## src/rtl/xalu_pkg.sv

```systemverilog
// shared types and constants for the 32-bit x86 alu with flags
`default_nettype none

package xalu_pkg;

    localparam int unsigned DATA_W   = 32;
    localparam int unsigned ACTION_W = 4;
    localparam int unsigned FLAGS_W  = 6;

    localparam int unsigned FLAG_CF = 0;
    localparam int unsigned FLAG_PF = 1;
    localparam int unsigned FLAG_AF = 2;
    localparam int unsigned FLAG_ZF = 3;
    localparam int unsigned FLAG_SF = 4;
    localparam int unsigned FLAG_OF = 5;

    localparam logic [DATA_W-1:0] SIGN_MASK = 32'h8000_0000;
    localparam logic [DATA_W-1:0] ALL_ONES  = 32'hFFFF_FFFF;

    typedef logic [DATA_W-1:0]  word_t;
    typedef logic [FLAGS_W-1:0] flags_t;

    typedef enum logic [ACTION_W-1:0] {
        ACT_ADD       = 4'd0,
        ACT_ADC       = 4'd1,
        ACT_SUB       = 4'd2,
        ACT_SBB       = 4'd3,
        ACT_CMP       = 4'd4,
        ACT_NEG       = 4'd5,
        ACT_INC       = 4'd6,
        ACT_DEC       = 4'd7,
        ACT_XADD      = 4'd8,
        ACT_CMPXCHG   = 4'd9,
        ACT_CMPXCHG8B = 4'd10,
        ACT_CWDE      = 4'd11,
        ACT_CDQ       = 4'd12
    } action_t;

    typedef struct packed {
        word_t  dest_result;
        word_t  dest_high_result;
        logic   dest_write;
        word_t  src_result;
        logic   src_write;
        word_t  accum_result;
        word_t  accum_high_result;
        logic   accum_write;
        logic   accum_high_write;
        flags_t flags;
    } result_t;

endpackage

`default_nettype wire

```

## src/rtl/xalu_core.sv

```systemverilog
// combinational datapath: shared adder and subtractor, flag logic and result select
`default_nettype none

module xalu_core
(
    input  wire logic [xalu_pkg::ACTION_W-1:0] action,
    input  wire xalu_pkg::word_t               dest_operand,
    input  wire xalu_pkg::word_t               dest_high,
    input  wire xalu_pkg::word_t               src_operand,
    input  wire xalu_pkg::word_t               src_high,
    input  wire xalu_pkg::word_t               accum_low,
    input  wire xalu_pkg::word_t               accum_high,
    input  wire xalu_pkg::flags_t              flags_in,
    output xalu_pkg::result_t                  result
);

    import xalu_pkg::*;

    function automatic flags_t arith_flags(input word_t a, input word_t b, input word_t r,
                                           input logic carry, input logic is_sub);
        flags_t f;
        word_t  mix;
        begin
            mix              = a ^ b ^ r;
            f                = '0;
            f[FLAG_CF]       = carry;
            f[FLAG_PF]       = ~^r[7:0];
            f[FLAG_AF]       = mix[4];
            f[FLAG_ZF]       = (r == '0);
            f[FLAG_SF]       = r[DATA_W-1];
            if (is_sub)
            begin
                f[FLAG_OF] = (a[DATA_W-1] ^ b[DATA_W-1]) & (a[DATA_W-1] ^ r[DATA_W-1]);
            end
            else
            begin
                f[FLAG_OF] = ~(a[DATA_W-1] ^ b[DATA_W-1]) & (a[DATA_W-1] ^ r[DATA_W-1]);
            end
            return f;
        end
    endfunction

    action_t         act;
    logic            cf;
    word_t           add_a;
    word_t           add_b;
    logic            add_c;
    word_t           sub_a;
    word_t           sub_b;
    logic            sub_c;
    logic [DATA_W:0] add_sum;
    logic [DATA_W:0] sub_diff;
    word_t           add_r;
    word_t           sub_r;
    flags_t          add_flags;
    flags_t          sub_flags;
    logic            low_match;
    logic            pair_match;

    assign act = action_t'(action);
    assign cf  = flags_in[FLAG_CF];

    // operand steering for the shared adder and subtractor
    always_comb
    begin
        add_a = dest_operand;
        add_b = (act == ACT_INC) ? word_t'(1) : src_operand;
        add_c = (act == ACT_ADC) ? cf : 1'b0;

        sub_a = dest_operand;
        sub_b = src_operand;
        sub_c = (act == ACT_SBB) ? cf : 1'b0;
        case (act)
            ACT_NEG:
            begin
                sub_a = '0;
                sub_b = dest_operand;
            end
            ACT_CMPXCHG:
            begin
                sub_a = accum_low;
                sub_b = dest_operand;
            end
            ACT_DEC:
            begin
                sub_b = word_t'(1);
            end
            default:
            begin
                sub_a = dest_operand;
            end
        endcase
    end

    assign add_sum  = {1'b0, add_a} + {1'b0, add_b} + {{DATA_W{1'b0}}, add_c};
    assign sub_diff = {1'b0, sub_a} - {1'b0, sub_b} - {{DATA_W{1'b0}}, sub_c};
    assign add_r    = add_sum[DATA_W-1:0];
    assign sub_r    = sub_diff[DATA_W-1:0];

    assign add_flags  = arith_flags(add_a, add_b, add_r, add_sum[DATA_W], 1'b0);
    assign sub_flags  = arith_flags(sub_a, sub_b, sub_r, sub_diff[DATA_W], 1'b1);

    assign low_match  = (accum_low == dest_operand);
    assign pair_match = low_match && (accum_high == dest_high);

    always_comb
    begin
        result       = '0;
        result.flags = flags_in;
        case (act)
            ACT_ADD, ACT_ADC:
            begin
                result.dest_result = add_r;
                result.dest_write  = 1'b1;
                result.flags       = add_flags;
            end
            ACT_SUB, ACT_SBB, ACT_NEG:
            begin
                result.dest_result = sub_r;
                result.dest_write  = 1'b1;
                result.flags       = sub_flags;
            end
            ACT_CMP:
            begin
                result.flags = sub_flags;
            end
            ACT_INC:
            begin
                result.dest_result   = add_r;
                result.dest_write    = 1'b1;
                result.flags         = add_flags;
                result.flags[FLAG_CF] = cf;
            end
            ACT_DEC:
            begin
                result.dest_result   = sub_r;
                result.dest_write    = 1'b1;
                result.flags         = sub_flags;
                result.flags[FLAG_CF] = cf;
            end
            ACT_XADD:
            begin
                result.dest_result = add_r;
                result.dest_write  = 1'b1;
                result.src_result  = dest_operand;
                result.src_write   = 1'b1;
                result.flags       = add_flags;
            end
            ACT_CMPXCHG:
            begin
                result.flags = sub_flags;
                if (low_match)
                begin
                    result.dest_result = src_operand;
                    result.dest_write  = 1'b1;
                end
                else
                begin
                    result.accum_result = dest_operand;
                    result.accum_write  = 1'b1;
                end
            end
            ACT_CMPXCHG8B:
            begin
                result.flags[FLAG_ZF] = pair_match;
                if (pair_match)
                begin
                    result.dest_result      = src_operand;
                    result.dest_high_result = src_high;
                    result.dest_write       = 1'b1;
                end
                else
                begin
                    result.accum_result      = dest_operand;
                    result.accum_high_result = dest_high;
                    result.accum_write       = 1'b1;
                    result.accum_high_write  = 1'b1;
                end
            end
            ACT_CWDE:
            begin
                result.accum_result = {{(DATA_W/2){accum_low[DATA_W/2-1]}},
                                       accum_low[DATA_W/2-1:0]};
                result.accum_write  = 1'b1;
            end
            ACT_CDQ:
            begin
                result.accum_high_result = ((accum_low & SIGN_MASK) != '0) ? ALL_ONES : '0;
                result.accum_high_write  = 1'b1;
            end
            default:
            begin
                result.flags = flags_in;
            end
        endcase
    end

endmodule

`default_nettype wire

```

## src/rtl/x86_alu32_with_flags.sv

```systemverilog
// 32-bit x86 integer alu with flags: top level
// usage
//   input channel: in_valid / in_stall carry one transaction holding action
//   and the operand words; it is taken on a clock edge with in_valid high and
//   in_stall low
//   output channel: out_valid / out_stall carry the new destination, source
//   and accumulator values, their write enables and the six status flags
//   from acceptance to out_valid a transaction passes one input register,
//   one adder or subtractor pass and one result register
//   throughput is one transaction per cycle while out_stall is low; the kept
//   flags are updated as a transaction moves into the result register, so
//   adc and sbb back to back see the carry of the one before
//   when out_stall is high with a result waiting, the input register keeps one
//   more transaction and then in_stall rises; the result holds until taken
//   reset (rst_n low) empties both registers and clears all kept flags
`default_nettype none

module x86_alu32_with_flags
(
    input  wire logic        clk,
    input  wire logic        rst_n,
    input  wire logic        in_valid,
    output logic             in_stall,
    input  wire logic [3:0]  action,
    input  wire logic [31:0] dest_operand,
    input  wire logic [31:0] dest_high,
    input  wire logic [31:0] src_operand,
    input  wire logic [31:0] src_high,
    input  wire logic [31:0] accum_low,
    input  wire logic [31:0] accum_high,
    output logic             out_valid,
    input  wire logic        out_stall,
    output logic [31:0]      dest_result,
    output logic [31:0]      dest_high_result,
    output logic             dest_write,
    output logic [31:0]      src_result,
    output logic             src_write,
    output logic [31:0]      accum_result,
    output logic [31:0]      accum_high_result,
    output logic             accum_write,
    output logic             accum_high_write,
    output logic [5:0]       flags_out
);

    import xalu_pkg::*;

    logic                  in_valid_reg;
    logic [ACTION_W-1:0]   action_reg;
    word_t                 dest_operand_reg;
    word_t                 dest_high_reg;
    word_t                 src_operand_reg;
    word_t                 src_high_reg;
    word_t                 accum_low_reg;
    word_t                 accum_high_reg;
    flags_t                flags_reg;
    logic                  out_valid_reg;
    result_t               result_reg;
    result_t               result_next;
    logic                  advance;
    logic                  load;

    assign advance  = !out_valid_reg || !out_stall;
    assign in_stall = in_valid_reg && !advance;
    assign load     = in_valid && !in_stall;

    always_ff @(posedge clk or negedge rst_n)
    begin
        if (!rst_n)
        begin
            in_valid_reg <= 1'b0;
        end
        else if (load)
        begin
            in_valid_reg <= 1'b1;
        end
        else if (advance)
        begin
            in_valid_reg <= 1'b0;
        end
    end

    always_ff @(posedge clk)
    begin
        if (load)
        begin
            action_reg       <= action;
            dest_operand_reg <= dest_operand;
            dest_high_reg    <= dest_high;
            src_operand_reg  <= src_operand;
            src_high_reg     <= src_high;
            accum_low_reg    <= accum_low;
            accum_high_reg   <= accum_high;
        end
    end

    xalu_core u_core
    (
        .action       (action_reg),
        .dest_operand (dest_operand_reg),
        .dest_high    (dest_high_reg),
        .src_operand  (src_operand_reg),
        .src_high     (src_high_reg),
        .accum_low    (accum_low_reg),
        .accum_high   (accum_high_reg),
        .flags_in     (flags_reg),
        .result       (result_next)
    );

    always_ff @(posedge clk or negedge rst_n)
    begin
        if (!rst_n)
        begin
            out_valid_reg <= 1'b0;
            flags_reg     <= '0;
        end
        else if (advance)
        begin
            out_valid_reg <= in_valid_reg;
            if (in_valid_reg)
            begin
                flags_reg <= result_next.flags;
            end
        end
    end

    always_ff @(posedge clk)
    begin
        if (advance && in_valid_reg)
        begin
            result_reg <= result_next;
        end
    end

    assign out_valid         = out_valid_reg;
    assign dest_result       = result_reg.dest_result;
    assign dest_high_result  = result_reg.dest_high_result;
    assign dest_write        = result_reg.dest_write;
    assign src_result        = result_reg.src_result;
    assign src_write         = result_reg.src_write;
    assign accum_result      = result_reg.accum_result;
    assign accum_high_result = result_reg.accum_high_result;
    assign accum_write       = result_reg.accum_write;
    assign accum_high_write  = result_reg.accum_high_write;
    assign flags_out         = result_reg.flags;

endmodule

`default_nettype wire
```

## config.mk

```make
export PLATFORM = sky130hd
export DESIGN_NAME = x86_alu32_with_flags
export DESIGN_NICKNAME = d
export VERILOG_FILES = /design/src/rtl/xalu_pkg.sv /design/src/rtl/xalu_core.sv /design/src/rtl/x86_alu32_with_flags.sv
export SDC_FILE = /design/constraint.sdc
export NUM_CORES = 1
export LEC_CHECK = 0
export BUFFER_PORTS_ARGS = -buffer_cell sky130_fd_sc_hd__buf_4
export CAP_MARGIN = 15
export CORE_MARGIN = 2
export CORE_UTILIZATION = 51
export CTS_BUF_LIST = sky130_fd_sc_hd__clkbuf_16
export CTS_CLUSTER_SIZE = 14
export DETAILED_ROUTE_END_ITERATION = 10
export PLACE_DENSITY = 0.71
export SLEW_MARGIN = 0
export SYNTH_ARGS = -nofsm -noshare
export SYNTH_HDL_FRONTEND = slang
export SYNTH_SLANG_ARGS = --single-unit
```

## constraint.sdc

```tcl
create_clock -name clk -period 7.64 [get_ports clk]
set_input_delay 1.528 -clock clk [delete_from_list [all_inputs] [get_ports clk]]
set_output_delay 1.528 -clock clk [all_outputs]
set_load 0.01 [all_outputs]
```

==> flow_summary.json, run 1 <==
{
  "status": "finished, final reports clean",
  "critPathTopFamily": "simple AND/OR/NAND/NOR gates",
  "skew_ns": 0.0302,
  "drv_cap": 0,
  "ys.flop_type": "edfxtp_1",
  "fin_nets": 2269,
  "routed_wl_um": 58000,
  "synth_cell_types": 81,
  "worst_pin_slew_ns": 1.19,
  "syn_area_per_cell_um2": 12.1,
  "drtAntennaViolNets": 0,
  "cts_tree": "done",
  "yosysSeqAreaShare": 0.574,
  "synth_nets": 1912,
  "grt.overflow.total": 0,
  "insertion_delay_ns": 0.59,
  "synth.ff_latch_count": 374,
  "synth_top_cell_area_share": 0.563,
  "ys_warn_count": 0,
  "n_fill_cell": 2992,
  "clock-root-buffer": "clkbuf_16",
  "synth_edf_count": 366,
  "cts.repair.resized": 0,
  "core_um2": 37700,
  "die_w_um": 200,
  "p_per_area_nw_per_um2": 245,
  "grt_max_degree": 141,
  "hpwl_um": 43000,
  "h-tree-depth": 2,
  "grt_pass1_vias": 13980,
  "hp-class": "flop to flop",
  "critPathBufInv": 1,
  "crit_path_end_kind": "flop",
  "peakVddDrop_mv": 0.189,
  "rows": 71,
  "crit_type": "flop to flop",
  "grt_usage": 0.286,
  "postCtsSetupBuffers": 0,
  "whs_endpoint": "flags_reg[1]",
  "synth_top_family_by_area": "compound AO/OA/AOI/OAI gates",
  "synth_fa_ha_area_frac": 0.0676,
  "synth_compound_area_frac": 0.155,
  "worstPathMaxFanout": 21,
  "synth_xor_area_frac": 0.0534,
  "regToRegEndpoint": "flags_out[3]",
  "synthArstFlopShare": 0.0214,
  "clk_pin_slew_ns": 0.06,
  "synth_area_um2": 19500,
  "leakagePower_uw": 0.0100,
  "wire_per_inst_um": 23.1,
  "critical_path_arrival_ns": 6.41,
  "grt_setup_unrepaired": "no",
  "multi_input_area_um2": 7740,
  "firstDrtPassIters": 6,
  "synth_mux_area_frac": 0.00552,
  "postSynthCellCount": 1609,
  "gp_congestion": 0.962,
  "slew_viol_final": 0,
  "instances_no_fill": 2504,
  "cts_num_sinks": 374,
  "finalHoldViolCount": 0,
  "min_path_cells": 1,
  "area_growth_pct": 23.1,
  "worst_path_max_delay_cell": "nor2_2",
  "finalSetupViolations": 0,
  "viasPerCell": 5.88,
  "synth_area_leaders": "edfxtp_1 (56%), ha_1 (6.3%), xnor2_1 (2.8%), xor2_1 (2.4%), nand2_1 (2.4%)",
  "diodes": 0,
  "io_buffer_count": 371,
  "grt_pass1_wl_um": 84000,
  "finalCritPeriodShare": 0.783,
  "yosys-top-cells-count": "edfxtp_1 (366), nand2_1 (124), ha_1 (99), inv_1 (92), a21oi_1 (78)",
  "top_level_ports": 372,
  "ff2ff_path_depth": 20,
  "drc_errors": 0,
  "path_cells": "nand2b_1, nor2_2, a22oi_1, fa_1, inv_1, ha_1, o211a_1, nor3_1, o21bai_1, a21oi_1, xor2_1, ha_1, nand4_1, nor2_1, nand2_1, a2111oi_0, nand4_1, nor4b_1, nand4b_1, a31oi_1",
  "synth_top_area_cell": "edfxtp_1",
  "maxSlewHeadroom": 0.206,
  "start_util": 0.518,
  "slowest_delay_ns": 0.83,
  "reg2reg_setup_slack_ns": 1.66,
  "hold_buffers": 0,
  "cts_buffers": 39,
  "whs_ns": 0.506,
  "fmaxAchievable_ghz": 0.167,
  "antenna_found_initial": 0,
  "die_h_um": 200,
  "crit_required_ns": 8.07,
  "setup-tns-final_ns": 0,
  "via_count": 14717,
  "r2r-start": "action_reg[3]",
  "period_minus_slack_ns": 5.98,
  "place_inst": 2436,
  "clockBufferDepth": 3,
  "critical_path.startpoint_type": "flop",
  "final_layout_size_suffix_gt1_frac": 0.241,
  "post-synth-top-count-cell": "edfxtp_1",
  "hp-start": "flags_reg[1]",
  "drtIter0Drc": 1324,
  "design.die.area_um2": 39800,
  "seq_area_um2": 11200,
  "synth-simple-area-share": 0.114
}
==> worst reg2reg max path, delay by kind of cell, from the launching register on <==
family,cells,cell delay (ns)
xor gates and xnor gates,1,0.25
adders and majority gates,3,0.95
buffers and inverters,1,0.08
and+or+nand+nor,9,2.57
DFF,1,0.69
AOI/OAI and AO/OA,6,1.29
==> metal layers <==
| metal | GRT usage | vias to the layer above | part of all wire |
|---|---|---|---|
| met4 | 0.109 | 0 | 0.035 |
| met2 | 0.456 | 711 | 0.46 |
| met1 | 0.375 | 7112 | 0.41 |
| met3 | 0.0761 | 117 | 0.096 |
| met5 | 0 | - | 0 |
| li1 | - | 6777 | - |
==> how the worst max path moves through the flow <==
stage	start	to	slack, ns	cells after the start
floorplan	out_stall	accum_high_reg[0]	0.94	2
global placement	action_reg[3]	flags_out[3]	1.95	17
detailed placement	action_reg[3]	flags_out[3]	1.79	20
CTS	action_reg[3]	flags_out[3]	1.78	20
global route	action_reg[3]	flags_out[3]	1.12	20
finish	action_reg[3]	flags_out[3]	1.66	20
==> through the flow <==
| stage | power [µW] | util | worst slack (ns) | cell area [µm²] |
|---|---|---|---|---|
| 2_1_floorplan | 3570 | - | 0.942 | 19500 |
| 3_3_place_gp | 4100 | 0.606 | 1.95 | 22800 |
| 3_5_place_dp | 4110 | 0.606 | 1.79 | 22800 |
| 4_1_cts | 5890 | 0.638 | 1.78 | 24000 |
| 5_1_grt | 6120 | 0.638 | 1.12 | 24000 |
| 6_report | 5880 | 0.638 | 1.66 | 24000 |
==> cell type report <==
type | instances | share of cell area
timing repair buffer | 387 | 0.121
multi-input combinational | 1071 | 0.322
tap | 511 | 0.0266
clock buffer | 39 | 0.0406
clock inverter | 29 | 0.00854
sequential | 374 | 0.466
inverter | 93 | 0.0147
==> report_power, final <==
part | total (µW) | internal [µW] | leakage, µW | switching, µW
Clock | 1780 | 977 | 0.000602 | 801
Sequential | 2580 | 2470 | 0.00368 | 115
Combinational | 1520 | 632 | 0.00577 | 886
==> kinds of logic after synthesis <==
family / count (synthesis)
compound gates: 414
simple gates: 426
mux: 10
fa+ha+maj: 103
buf+inv: 164
xor+xnor: 118
flops: 374
==> cells in the final DEF, fill, tap and decap left out, types with 18 or more instances in the layout <==
| cell type | Yosys | final |
|---|---|---|
| clkbuf_16 | 0 | 39 |
| a21o_1 | 58 | 57 |
| nand3_1 | 30 | 30 |
| a22o_1 | 45 | 45 |
| inv_1 | 92 | 97 |
| nand2_1 | 124 | 124 |
| a22oi_1 | 38 | 38 |
| ha_1 | 99 | 99 |
| xor2_1 | 54 | 54 |
| xnor2_1 | 63 | 63 |
| and2_1 | 69 | 68 |
| edfxtp_1 | 366 | 366 |
| o211ai_1 | 20 | 20 |
| nand4_1 | 24 | 24 |
| nor2b_1 | 39 | 39 |
| nor2_1 | 47 | 44 |
| a21oi_1 | 78 | 77 |
| buf_4 | 0 | 386 |
| nor3_1 | 29 | 27 |
| o221ai_1 | 18 | 18 |
| o21ai_0 | 52 | 52 |
Note: power is estimated with default switching activity, not from simulation.
==> run 2: changes to the inputs <==
--- a/config.mk
+++ b/config.mk
@@ -12,7 +12,7 @@
 export CTS_BUF_LIST = sky130_fd_sc_hd__clkbuf_16
 export CTS_CLUSTER_SIZE = 14
 export DETAILED_ROUTE_END_ITERATION = 10
-export PLACE_DENSITY = 0.71
+export PLACE_DENSITY = 0.74
 export SLEW_MARGIN = 0
 export SYNTH_ARGS = -nofsm -noshare
 export SYNTH_HDL_FRONTEND = slang
==> constraint.sdc (replaced) <==
create_clock -name clk -period 5.1 [get_ports clk]
set_input_delay 1.02 -clock clk [delete_from_list [all_inputs] [get_ports clk]]
set_output_delay 1.02 -clock clk [all_outputs]
set_load 0.01 [all_outputs]
==> flow_summary.json, run 2 (synthesis results as in run 1) <==
{
  "hp-class": "input pin to async pin",
  "h-tree-depth": 2,
  "start_util": 0.518,
  "viasPerCell": 5.87,
  "grt_usage": 0.294,
  "gp_congestion": 0.961,
  "crit_type": "flop to flop",
  "area_growth_pct": 25.6,
  "die_w_um": 200,
  "use_met1": 0.371,
  "critical_path_arrival_ns": 5.25,
  "worst_path_max_delay_cell": "fa_1",
  "wire_per_inst_um": 23.1,
  "n_fill_cell": 2931,
  "grt.overflow.total": 0,
  "power_uw": 9140,
  "clock-root-buffer": "clkbuf_16",
  "cts_tree": "done",
  "crit_path_end_kind": "flop",
  "via_count": 14941,
  "insertion_delay_ns": 0.57,
  "io_buffer_count": 371,
  "drtAntennaViolNets": 0,
  "drtIter0Drc": 1225,
  "final_cell_mix": "buf_4 (424), edfxtp_1 (366), nand2_1 (124)",
  "slew_viol_final": 0,
  "p_per_area_nw_per_um2": 373,
  "finalSetupViolations": 0,
  "skew_ns": 0.0251,
  "core_um2": 37700,
  "place_ws_ns": 0.280,
  "drc_errors": 0,
  "hpwl_um": 44200,
  "worstPathMaxFanout": 10,
  "grt_max_degree": 80,
  "fmaxAchievable_ghz": 0.207,
  "period_minus_slack_ns": 4.83,
  "worst_pin_slew_ns": 1.34,
  "path_cells": "buf_4, nand2b_1, buf_4, a21o_1, a22oi_1, fa_1, fa_1, and3b_1, o21ai_2, o211ai_2, a2111oi_4, o21ai_0, a2111oi_1, nand4_1, nor4b_1, nand4b_1, a31oi_1",
  "finalHoldViolCount": 0,
  "cts_num_sinks": 374,
  "leakagePower_uw": 0.0103,
  "grt_pass1_wl_um": 86300,
  "top_level_ports": 372,
  "clk_pin_slew_ns": 0.07,
  "grt_pass1_vias": 14638,
  "rows": 71,
  "critical_path.startpoint_type": "flop",
  "setup-tns-final_ns": 0,
  "use_met2": 0.472,
  "layout_commonest_cell": "buf_4",
  "fin_ws_ns": 0.265,
  "cts_buffers": 39,
  "slowest_delay_ns": 0.48,
  "fin_nets": 2309,
  "die_h_um": 200,
  "utilization": 0.650,
  "routed_wl_um": 58900,
  "maxSlewHeadroom": 0.106,
  "status": "finished, final reports clean",
  "met3_usage": 0.0952,
  "peakVddDrop_mv": 0.289,
  "busiest_layer": "met2",
  "firstDrtPassIters": 6,
  "clockBufferDepth": 3,
  "crit_required_ns": 5.52,
  "whs_ns": 0.285,
  "final_layout_size_suffix_gt1_frac": 0.258,
  "antenna_found_initial": 0,
  "drv_cap": 0,
  "finalCritPeriodShare": 0.948,
  "hold_buffers": 0,
  "design.die.area_um2": 39800
}
run 2: repair_timing:
action | in CTS | in global routing
buffers inserted | 0 | 1
endpoints found under the setup margin | 0 | 4
gates resized for setup | 0 | 4
run 2: through the flow:
step	area, µm²	cells
floorplan	19500	1609
global placement	23200	2475
detailed placement	23200	2475
CTS	24500	2545
global route	24500	2546
finish	24500	2547
run 2: worst paths after layout:
| path | from | endpoint | slack [ns] | cells past startpoint |
|---|---|---|---|---|
| min | rst_n | flags_reg[5] | 0.28 | 1 |
| max in group asynchronous | rst_n | flags_reg[1] | 4.66 | 1 |
| min reg2reg | in_valid_reg | out_valid | 0.50 | 1 |
| min in group clk | in_valid_reg | out_valid | 0.50 | 1 |
| max reg2reg | action_reg[3] | flags_out[3] | 0.27 | 17 |
| max | action_reg[3] | flags_out[3] | 0.27 | 17 |
run 2: area by class of cell:
class | count | area (µm²) | area share
tap | 511 | 639 | 0.0261
sequential | 374 | 11200 | 0.457
clock inverter | 30 | 315 | 0.0129
timing repair buffer | 427 | 3240 | 0.132
multi-input combinational | 1071 | 7750 | 0.316
clock buffer | 40 | 1000 | 0.0409
antenna | 1 | 2.50 | 0.000102
inverter | 93 | 354 | 0.0145
run 2: power by group:
group	switching (µW)	leakage, µW	internal (µW)	total, µW
Combinational	1360	0.00597	1000	2360
Clock	1180	0.000669	1740	2920
Sequential	166	0.00368	3690	3860
Total	2710	0.0103	6440	9140
run 2: routing by layer:
layer	part of all wire	vias to the layer above
li1	-	6853
met1	0.39	7140
met2	0.47	839
met3	0.11	109
met4	0.036	0
met5	0	-
run 2: critical path: cells and delay by family (launching register included):
family          cells  cell delay, ns
simple gates        5            1.00
flops               1            0.44
fa+ha+maj           2            0.96
compound gates      8            1.92
buf+inv             2            0.37
==> run 3: changes to the inputs <==
--- a/config.mk
+++ b/config.mk
@@ -13,6 +13,7 @@
 export CTS_CLUSTER_SIZE = 14
 export DETAILED_ROUTE_END_ITERATION = 10
 export PLACE_DENSITY = 0.74
+export SETUP_SLACK_MARGIN = 0.4
 export SLEW_MARGIN = 0
 export SYNTH_ARGS = -nofsm -noshare
 export SYNTH_HDL_FRONTEND = slang
==> flow_summary.json, run 3 (synthesis results as in run 1) <==
{
  "diodes": 0,
  "die_w_um": 200,
  "layout_commonest_cell": "buf_4",
  "top_level_ports": 372,
  "leakagePower_uw": 0.0105,
  "critical_path.startpoint_type": "flop",
  "utilization": 0.666,
  "grt_max_degree": 116,
  "clock-root-buffer": "clkbuf_16",
  "drtIter0Drc": 1239,
  "worstPathMaxFanout": 9,
  "final_cell_mix": "buf_4 (439), edfxtp_1 (366), nand2_1 (121)",
  "finalCritPeriodShare": 0.904,
  "wire_per_inst_um": 23.3,
  "insertion_delay_ns": 0.57,
  "critical_path_arrival_ns": 5.02,
  "crit_type": "flop to flop",
  "slew_viol_final": 0,
  "cp-startpoint": "action_reg[3]",
  "grt_setup_unrepaired": "no",
  "cts_tree": "done",
  "start_util": 0.518,
  "drtAntennaViolNets": 0,
  "finalSetupViolations": 0,
  "area_growth_pct": 28.6,
  "hpwl_um": 43900,
  "viasPerCell": 5.87,
  "hp-class": "input pin to async pin",
  "swShare": 0.308,
  "p_sw_uw": 2770,
  "seq_area_um2": 11200,
  "period_minus_slack_ns": 4.61,
  "clockBufferDepth": 3,
  "die_h_um": 200,
  "multi_input_area_um2": 8200,
  "r2r-start": "action_reg[3]",
  "drc_errors": 0,
  "power_frac_seq": 0.429,
  "comb_power_share": 0.283,
  "firstDrtPassIters": 6,
  "hold_buffers": 0,
  "routed_wl_um": 60000,
  "setup-tns-final_ns": 0,
  "grt.overflow.total": 0,
  "grt_pass1_wl_um": 85500,
  "n_fill_cell": 2885,
  "peakVddDrop_mv": 0.439,
  "worst_pin_slew_ns": 1.16,
  "crit_required_ns": 5.51,
  "p_per_area_nw_per_um2": 359,
  "drv_cap": 0,
  "cts_num_sinks": 374,
  "via_count": 15093,
  "antenna_found_initial": 0,
  "fmaxAchievable_ghz": 0.217,
  "crit_path_end_kind": "flop",
  "skew_ns": 0.0241,
  "io_buffer_count": 371,
  "rows": 71,
  "h-tree-depth": 2,
  "grt_usage": 0.291,
  "fin_nets": 2338,
  "core_um2": 37700,
  "internal-power_uw": 6220,
  "grt_pass1_vias": 14383,
  "maxSlewHeadroom": 0.225,
  "design.die.area_um2": 39800,
  "finalHoldViolCount": 0,
  "gp_congestion": 1.00,
  "cts_buffers": 38,
  "clk_pin_slew_ns": 0.06,
  "status": "finished, final reports clean",
  "clockPowerShare": 0.288,
  "final_layout_size_suffix_gt1_frac": 0.301
}
[run 3: changes by cell type in the layout (fill, tap and decap cells not counted), sizes merged]
cell	before	now
diode	1	0
bufinv	6	1
clkinv	15	14
buf	427	456
clkbuf	40	39
inv	101	106
[run 3: layer usage]
metal,up-vias,part of all wire,global-route usage
li1,6920,-,-
met5,-,0,0
met2,795,0.46,0.472
met4,0,0.036,0.102
met1,7244,0.40,0.375
met3,134,0.10,0.0827
[run 3: what timing repair did]
action | in CTS | in global routing
buffers inserted | 1 | 28
pin swaps | 1 | 48
gates resized for setup | 9 | 118
gates cloned | 0 | 1
endpoints found under the hold margin | 0 | 0
setup endpoints to repair | 10 | 13
[run 3: path summary, 6_finish.rpt]
check                               end  depth (start not counted)  slack [ns]
setup / recovery           flags_out[3]                         23        0.49
hold / removal                out_valid                          1        0.29
setup reg to reg           flags_out[3]                         23        0.49
hold reg to reg               out_valid                          1        0.51
max in group asynchronous  flags_reg[1]                          1        4.63
min in group clk              out_valid                          1        0.51
[run 3: through the flow]
stage / worst slack, ns / total power, µW / cells / hold slack [ns] / instance area (µm²)
2_1_floorplan: 0.407 / 5330 / 1609 / 0.457 / 19500
3_3_place_gp: 0.271 / 6190 / 2476 / 0.471 / 23200
3_5_place_dp: 0.138 / 6210 / 2476 / 0.493 / 23200
4_1_cts: 0.406 / 8820 / 2544 / 0.266 / 24300
5_1_grt: 0.315 / 9370 / 2573 / 0.280 / 25100
6_report: 0.492 / 9000 / 2573 / 0.292 / 25100
[run 3: power groups by stage]
stage / sequential, µW / combinational [µW] / clock (µW)
6_report: 3860 / 2550 / 2590
5_1_grt: 3880 / 2740 / 2750
4_1_cts: 3860 / 2320 / 2640
3_5_place_dp: 3920 / 2290 / 0
3_3_place_gp: 3920 / 2270 / 0
2_1_floorplan: 3940 / 1390 / 0
[run 3: area by class of cell]
type / count / area share
tap: 511 / 0.0255
timing repair buffer: 457 / 0.142
multi-input combinational: 1071 / 0.327
sequential: 374 / 0.446
clock inverter: 29 / 0.00748
clock buffer: 38 / 0.0379
inverter: 93 / 0.0141
[run 3: worst max-delay path, cell delays in order (launching register included)]
cell and delay (ns):
edfxtp_1 0.49, buf_6 0.17, nand2b_4 0.08, buf_8 0.14, a21oi_4 0.07, buf_6 0.14, a22o_1 0.24, ha_1 0.32
inv_2 0.08, ha_4 0.21, a211oi_2 0.27, nor2_2 0.07, nor2_1 0.10, o21ai_1 0.08, xnor2_1 0.25, ha_2 0.22
nand4_1 0.09, nor2_1 0.12, nand2_2 0.11, a2111oi_4 0.34, nand4_1 0.20, nor4b_2 0.31, nand4b_1 0.17, a31oi_1 0.20
